<file path="src/hw/rtl/atpb_pkg.sv">
// Shared types and constants for the alpha/tint pixel blender.
// No dependencies; every other file in hw/rtl imports this package.
package atpb_pkg;

  localparam int NUM_LANES  = 3;                    // red, green, blue
  localparam int CHAN_W     = 8;
  localparam int IN_DATA_W  = 11 * CHAN_W;          // 3 dst + 4 src + 4 tint channels
  localparam int OUT_DATA_W = NUM_LANES * CHAN_W;
  localparam int SRC_A_LSB  = 2 * NUM_LANES * CHAN_W;
  localparam int TINT_LSB   = SRC_A_LSB + CHAN_W;
  localparam int TINT_A_LSB = TINT_LSB + NUM_LANES * CHAN_W;

  localparam logic [CHAN_W-1:0] ALPHA_FULL = 8'hff;
  localparam logic [CHAN_W-1:0] ALPHA_ZERO = 8'h00;

  typedef enum logic [0:0] {
    CMD_FILL = 1'b0,
    CMD_TINT = 1'b1
  } cmd_t;

  typedef logic [CHAN_W-1:0] chan_t;

  // Per-request control that travels with the lane data.
  typedef struct packed {
    cmd_t cmd;
    logic we;    // pixel is written
    logic pass;  // opaque fill: source passes through
  } ctrl_t;

endpackage

</file>
<file path="src/hw/rtl/alpha_tint_pixel_blender_unit.sv">
// Top level of the alpha/tint pixel blender: input stage, alpha stage, lanes, merge.
// Depends on atpb_pkg, atpb_lane and atpb_merge.
//
// channel | dir | tdata (low bit up)                                      | tuser
// s_*     | in  | dst r,g,b, src r,g,b,a, tint r,g,b,a (8 bits each)      | cmd
// m_*     | out | out r,g,b (8 bits each)                                 | write_enable
//
// One pixel per clock while the output is not stalled; stages: input register, multiply stage, output register.
// Each lane splits its products over two stages: an 8x8 texel-by-tint product, then a
// 16x8 and an 8x8 alpha product.
// rst clears the stage valid bits only; data registers carry no reset.
// A stalled output holds its result; earlier stages keep filling until all are full.
module alpha_tint_pixel_blender_unit (
  input  logic                              clk,
  input  logic                              rst,
  input  logic                              s_tvalid,
  output logic                              s_tready,
  input  logic [atpb_pkg::IN_DATA_W-1:0]    s_tdata,   // dst r,g,b, src r,g,b,a, tint r,g,b,a
  input  logic                              s_tuser,   // cmd
  output logic                              m_tvalid,
  input  logic                              m_tready,
  output logic [atpb_pkg::OUT_DATA_W-1:0]   m_tdata,   // out r,g,b
  output logic                              m_tuser    // write_enable
);
  import atpb_pkg::*;

  logic                             a_valid;
  logic                             b_valid;
  logic                             adv_a;
  logic                             adv_b;
  logic                             adv_c;
  cmd_t                             cmd_a;
  logic [IN_DATA_W-1:0]             data_a;
  chan_t                            sa_a;
  chan_t                            ta_a;
  logic [2*CHAN_W-1:0]              alpha_prod;
  chan_t                            alpha_next;
  ctrl_t                            ctrl_next;
  chan_t                            alpha_b;
  ctrl_t                            ctrl_b;
  logic [NUM_LANES-1:0][CHAN_W-1:0] lane_res;

  assign adv_c    = !m_tvalid || m_tready;
  assign adv_b    = !b_valid || adv_c;
  assign adv_a    = !a_valid || adv_b;
  assign s_tready = adv_a;

  // Input stage
  always_ff @(posedge clk) begin
    if (rst) begin
      a_valid <= 1'b0;
    end else if (adv_a) begin
      a_valid <= s_tvalid;
    end
  end

  always_ff @(posedge clk) begin
    if (adv_a) begin
      cmd_a  <= cmd_t'(s_tuser);
      data_a <= s_tdata;
    end
  end

  assign sa_a       = data_a[SRC_A_LSB +: CHAN_W];
  assign ta_a       = data_a[TINT_A_LSB +: CHAN_W];
  assign alpha_prod = sa_a * ta_a;

  always_comb begin
    unique case (cmd_a)
      CMD_FILL: begin
        alpha_next     = sa_a;
        ctrl_next.we   = (sa_a != ALPHA_ZERO);
        ctrl_next.pass = (sa_a == ALPHA_FULL);
      end
      CMD_TINT: begin
        alpha_next     = alpha_prod[2*CHAN_W-1:CHAN_W];
        ctrl_next.we   = (ta_a != ALPHA_ZERO);
        ctrl_next.pass = 1'b0;
      end
      default: begin
        alpha_next     = sa_a;
        ctrl_next.we   = 1'b0;
        ctrl_next.pass = 1'b0;
      end
    endcase
    ctrl_next.cmd = cmd_a;
  end

  // Alpha stage
  always_ff @(posedge clk) begin
    if (rst) begin
      b_valid <= 1'b0;
    end else if (adv_b) begin
      b_valid <= a_valid;
    end
  end

  always_ff @(posedge clk) begin
    if (adv_b) begin
      alpha_b <= alpha_next;
      ctrl_b  <= ctrl_next;
    end
  end

  for (genvar i = 0; i < NUM_LANES; i++) begin : g_lane
    atpb_lane u_lane (
      .clk     (clk),
      .adv_b   (adv_b),
      .cmd_a   (cmd_a),
      .src_a   (data_a[NUM_LANES*CHAN_W + i*CHAN_W +: CHAN_W]),
      .tint_a  (data_a[TINT_LSB + i*CHAN_W +: CHAN_W]),
      .dst_a   (data_a[i*CHAN_W +: CHAN_W]),
      .alpha_b (alpha_b),
      .ctrl_b  (ctrl_b),
      .res     (lane_res[i])
    );
  end

  atpb_merge u_merge (
    .clk      (clk),
    .rst      (rst),
    .adv_c    (adv_c),
    .b_valid  (b_valid),
    .ctrl_b   (ctrl_b),
    .lane_res (lane_res),
    .m_tvalid (m_tvalid),
    .m_tdata  (m_tdata),
    .m_tuser  (m_tuser)
  );

  // A suppressed pixel leaves with black color.
  a_zero_color: assert property (@(posedge clk) disable iff (rst)
    m_tvalid && !m_tuser |-> m_tdata == '0)
    else $error("suppressed pixel carries color");

  // A blocked input stage keeps its request.
  a_hold_a: assert property (@(posedge clk) disable iff (rst)
    a_valid && !adv_b |=> a_valid && $stable(data_a))
    else $error("input stage lost a request");

  // A blocked alpha stage keeps its request.
  a_hold_b: assert property (@(posedge clk) disable iff (rst)
    b_valid && !adv_c |=> b_valid && $stable(alpha_b) && $stable(ctrl_b))
    else $error("alpha stage lost a request");

  // Pass-through only for written fill pixels.
  a_pass_fill: assert property (@(posedge clk) disable iff (rst)
    b_valid && ctrl_b.pass |-> ctrl_b.we && ctrl_b.cmd == CMD_FILL && alpha_b == ALPHA_FULL)
    else $error("pass-through on a non-opaque fill");

endmodule

</file>
<file path="src/hw/rtl/atpb_lane.sv">
// One color channel of the blender: two-stage multiply datapath.
// Depends on atpb_pkg.
module atpb_lane (
  input  logic            clk,
  input  logic            adv_b,
  input  atpb_pkg::cmd_t  cmd_a,
  input  atpb_pkg::chan_t src_a,
  input  atpb_pkg::chan_t tint_a,
  input  atpb_pkg::chan_t dst_a,
  input  atpb_pkg::chan_t alpha_b,
  input  atpb_pkg::ctrl_t ctrl_b,
  output atpb_pkg::chan_t res
);
  import atpb_pkg::*;

  logic [2*CHAN_W-1:0] mod_b;
  logic [2*CHAN_W-1:0] mod_next;
  chan_t               dst_b;
  logic [3*CHAN_W-1:0] src_term;
  logic [2*CHAN_W-1:0] dst_term;
  logic [2*CHAN_W:0]   fill_sum;
  chan_t               tint_sum;

  // Tinted mode modulates texel by tint; fill mode carries the source as is.
  assign mod_next = (cmd_a == CMD_TINT) ? src_a * tint_a : {{CHAN_W{1'b0}}, src_a};

  always_ff @(posedge clk) begin
    if (adv_b) begin
      mod_b <= mod_next;
      dst_b <= dst_a;
    end
  end

  assign src_term = mod_b * alpha_b;
  assign dst_term = dst_b * (ALPHA_FULL - alpha_b);
  assign fill_sum = {1'b0, src_term[2*CHAN_W-1:0]} + {1'b0, dst_term};
  assign tint_sum = src_term[3*CHAN_W-1:2*CHAN_W] + dst_term[2*CHAN_W-1:CHAN_W];

  always_comb begin
    if (ctrl_b.pass) begin
      res = mod_b[CHAN_W-1:0];
    end else if (ctrl_b.cmd == CMD_TINT) begin
      res = tint_sum;
    end else begin
      res = fill_sum[2*CHAN_W-1:CHAN_W];
    end
  end

endmodule

</file>
<file path="src/hw/rtl/atpb_merge.sv">
// Output stage: merges the lane results into one result register.
// Depends on atpb_pkg.
module atpb_merge (
  input  logic                                          clk,
  input  logic                                          rst,
  input  logic                                          adv_c,
  input  logic                                          b_valid,
  input  atpb_pkg::ctrl_t                               ctrl_b,
  input  logic [atpb_pkg::NUM_LANES-1:0][atpb_pkg::CHAN_W-1:0] lane_res,
  output logic                                          m_tvalid,
  output logic [atpb_pkg::OUT_DATA_W-1:0]               m_tdata,
  output logic                                          m_tuser
);
  import atpb_pkg::*;

  logic [OUT_DATA_W-1:0] data_next;

  // Drop the color of a suppressed pixel.
  assign data_next = ctrl_b.we ? OUT_DATA_W'(lane_res) : '0;

  always_ff @(posedge clk) begin
    if (rst) begin
      m_tvalid <= 1'b0;
    end else if (adv_c) begin
      m_tvalid <= b_valid;
    end
  end

  always_ff @(posedge clk) begin
    if (adv_c) begin
      m_tdata <= data_next;
      m_tuser <= ctrl_b.we;
    end
  end

endmodule

</file>
<file path="config.mk">
export PLATFORM = sky130hd
export DESIGN_NAME = alpha_tint_pixel_blender_unit
export DESIGN_NICKNAME = d
export VERILOG_FILES = /design/src/hw/rtl/atpb_pkg.sv /design/src/hw/rtl/alpha_tint_pixel_blender_unit.sv /design/src/hw/rtl/atpb_lane.sv /design/src/hw/rtl/atpb_merge.sv
export SDC_FILE = /design/constraint.sdc
export NUM_CORES = 2
export LEC_CHECK = 0
export BUFFER_PORTS_ARGS = -buffer_cell sky130_fd_sc_hd__buf_4
export CAP_MARGIN = 5
export CELL_PAD_IN_SITES_DETAIL_PLACEMENT = 0
export CELL_PAD_IN_SITES_GLOBAL_PLACEMENT = 1
export CORE_MARGIN = 5
export CORE_UTILIZATION = 56
export CTS_CLUSTER_SIZE = 28
export DETAILED_ROUTE_END_ITERATION = 7
export GPL_ROUTABILITY_DRIVEN = 0
export GPL_TIMING_DRIVEN = 0
export PLACE_DENSITY_LB_ADDON = 0.1
export SYNTH_ARGS = -nofsm -noshare
export SYNTH_HDL_FRONTEND = slang
export SYNTH_SLANG_ARGS = --single-unit
</file>
<file path="constraint.sdc">
create_clock -name clk -period 16.25 [get_ports clk]
set_clock_uncertainty 0.05 [all_clocks]
set_input_delay 0 -clock clk [delete_from_list [all_inputs] [get_ports clk]]
set_output_delay 0 -clock clk [all_outputs]
set_load 0.01 [all_outputs]
</file>
==> impl_metrics.toml <==
[yosys]
synth_top_area_cell = "fa_1"
synth-edff-count = 197
synth-seq-cells = 200
yosysWarnings = 0
yosysSeqAreaShare_pct = 17.1
yosysMostFrequentCell = "inv_1"
ys_top_cells_by_count = "inv_1, fa_1, ha_1, and2_1, nand2_1"
synth_top_area_share_pct = 29.0
synthesis.instances = 3656
ys_types = 68
synth_area_leaders = "fa_1, edfxtp_1, ha_1, inv_1, and2_1"
synth_nets = 4699
synthArstFlopShare_pct = 0
ys.flop_type = "edfxtp_1"
avgSynthCellArea_um2 = 9.56
netlist_area_um2 = 34900

[flow_run]
maxCapViolCount = 0

[final_layout]
num_antenna_cells = 0
fill_cells = 5294
areaGrowthSynthToFinish_pct = 10.2
stdcell_area_um2 = 38500
nNetsFinal = 4932
multi_input_area_um2 = 26100
fin_util_pct = 62.4
seq_area_um2 = 5980
drive_above_1_share_pct = 5.23

[timing]
tns_ns = 0
min_period_over_period_pct = 50.2
period_needed_ns = 8.17
setup_viol = 0
hold_viol_final = 0
drv_slew = 0
relSlewSlack_pct = 22.0
max_freq_mhz = 122
worstMarginPinSlew_ns = 1.17
rsz0062_at_grt = "false"

[route]
finalWirelength_um = 88800
firstDrtPassIters = 8
ant_nets = 0
vias = 26000
route.detailed.drc = 0
vias_per_cell = 5.49
wl_per_cell_um = 18.7
first_iter_violations = 1608

[setup_path]
crit_required_ns = 16.46
critPathKind = "flip-flop to flip-flop"
worst_setup_path_end_kind = "flip-flop"
worstSetupStartpointType = "flip-flop"
arrival_ns = 8.38
path_max_fanout = 10

[place]
place_area_um2 = 36900
dp_hpwl_um = 71000
numPortBuffers = 119

[die]
start_util_pct = 56.6
fp.dieH_um = 260
ios = 120
dieWidth_um = 260
coreArea_um2 = 61700
rows = 91
dieArea_um2 = 67500

[clocking]
numCtsBuffers = 17
cts_sinks = 200
htreeDepth = 4
clk_latency_ns = 0.51
cts_root_buffer = "clkbuf_16"
clock_tree.buffer_depth = 2
cts_tree = "done"
cts_setup_buffers = 0
path_clk_slew_ns = 0.09

[grt]
grtUsageTotal_pct = 26.9
grt_max_degree = 67
antenna_found_initial = 2
first_global_vias = 27400
gr-total-overflow = 0
grt_pass1_wl_um = 144000

[outcome]
status = "completed"

[worst_hold_path]
hp-class = "primary input to flip-flop"
## flip-flops by register name, summed over array words and instances (netlist names)
signal,count
a_valid,1
alpha_b,8
b_valid,1
cmd_a,1
ctrl_b,3
data_a,88
g_lane.u_lane.dst_b,24
g_lane.u_lane.mod_b,48
u_merge.m_tdata,24
u_merge.m_tuser,1
u_merge.m_tvalid,1
## kinds of logic (layout without fill, tap and decap cells)
kind of cell / after synthesis / in the layout / share of synthesized area [%]
AND/OR/NAND/NOR: 1163 / 1163 / 17.6
adder cells (fa/ha/maj): 950 / 950 / 44.9
flip-flops: 200 / 200 / 17.1
buffers and inverters: 762 / 1008 / 8.23
AO/OA/AOI/OAI: 406 / 406 / 7.56
XOR/XNOR: 148 / 148 / 3.75
multiplexers: 27 / 27 / 0.863
## worst max-delay path: stages (launching register included)
cell      delay (ns)
edfxtp_1        0.32
clkbuf_1        0.64
clkbuf_1        0.70
nand2_1         0.18
fa_1            0.58
fa_1            0.55
inv_1           0.06
fa_1            0.49
inv_1           0.05
fa_1            0.48
inv_1           0.04
ha_1            0.37
o21ai_0         0.17
o21ai_0         0.20
nand3b_1        0.19
o311ai_1        0.55
a31oi_1         0.19
xnor2_1         0.29
ha_1            0.29
a21o_1          0.15
a21oi_1         0.21
o21ai_0         0.16
o41ai_1         0.38
xnor2_1         0.12
xnor3_1         0.24
nand3_1         0.09
o211a_1         0.18
## timing repair
item | CTS | global route
resized for setup | 0 | 0
hold buffers | 93 | 0
hold endpoints to repair | 92 | 0
## through the flow
step | instances | worst slack [ns] | hold slack (ns)
global placement | 4612 | 8.23 | 0.126
floorplan | 3656 | 9.70 | 0.0224
finish | 4739 | 8.08 | 0.141
CTS | 4739 | 8.13 | 0.109
detailed placement | 4614 | 8.17 | 0.129
global route | 4739 | 7.62 | 0.117
## cell type report
cell class	instances	area share (%)
Inverter	655	6.39
Clock buffer	18	1.11
Buffer	107	1.08
Sequential cell	200	15.5
Tap cell	837	2.72
Timing Repair Buffer	214	4.88
Clock inverter	14	0.539
Multi-Input combinational cell	2694	67.8
## layout by cell type, fill, tap and decap left out, drive strengths merged, types with 8 or more instances in the layout
cell         Yosys  layout
inv            654     658
fa             506     506
ha             444     444
and2           363     363
nand2          330     330
edfxtp         197     197
nand2b         130     130
buf              8     129
a21oi          126     126
clkbuf          99     117
xnor2          112     112
nor2b          108     108
nor2           104     104
dlygate4sd3      0      93
o21ai           88      88
nor3            44      44
a21o            42      42
xor2            35      35
o21a            26      26
nand3           26      26
mux2            22      22
and3            20      20
o21bai          19      19
a211oi          13      13
a31oi           11      11
o211ai          10      10
a21boi          10      10
o41ai            9       9
clkinv           1       9
a211o            8       8
or3              8       8
nor4             8       8
o211a            8       8
## final timing paths
kind / startpoint / end / slack (ns) / cells after the start
min: s_tdata[56] / data_a[56] / 0.14 / 2
max: alpha_b[2] / u_merge.m_tdata[7] / 8.08 / 26
min reg2reg: data_a[18] / g_lane[2].u_lane.dst_b[2] / 0.37 / 0
max reg2reg: alpha_b[2] / u_merge.m_tdata[7] / 8.08 / 26
## layer usage
metal | vias up | share of wire, % | global-route usage, % | wire length [um]
met5 | - | 0.015 | 0 | 13
met4 | 2 | 3.5 | 9.14 | 3080
met3 | 172 | 6.2 | 4.77 | 5550
met2 | 830 | 48 | 45.5 | 42900
met1 | 12900 | 42 | 35.2 | 37300
li1 | 12100 | - | - | -
Power is left out: the tool's default activity adds up to more than one toggle a clock period on the data nets, which glitch-free logic cannot reach.
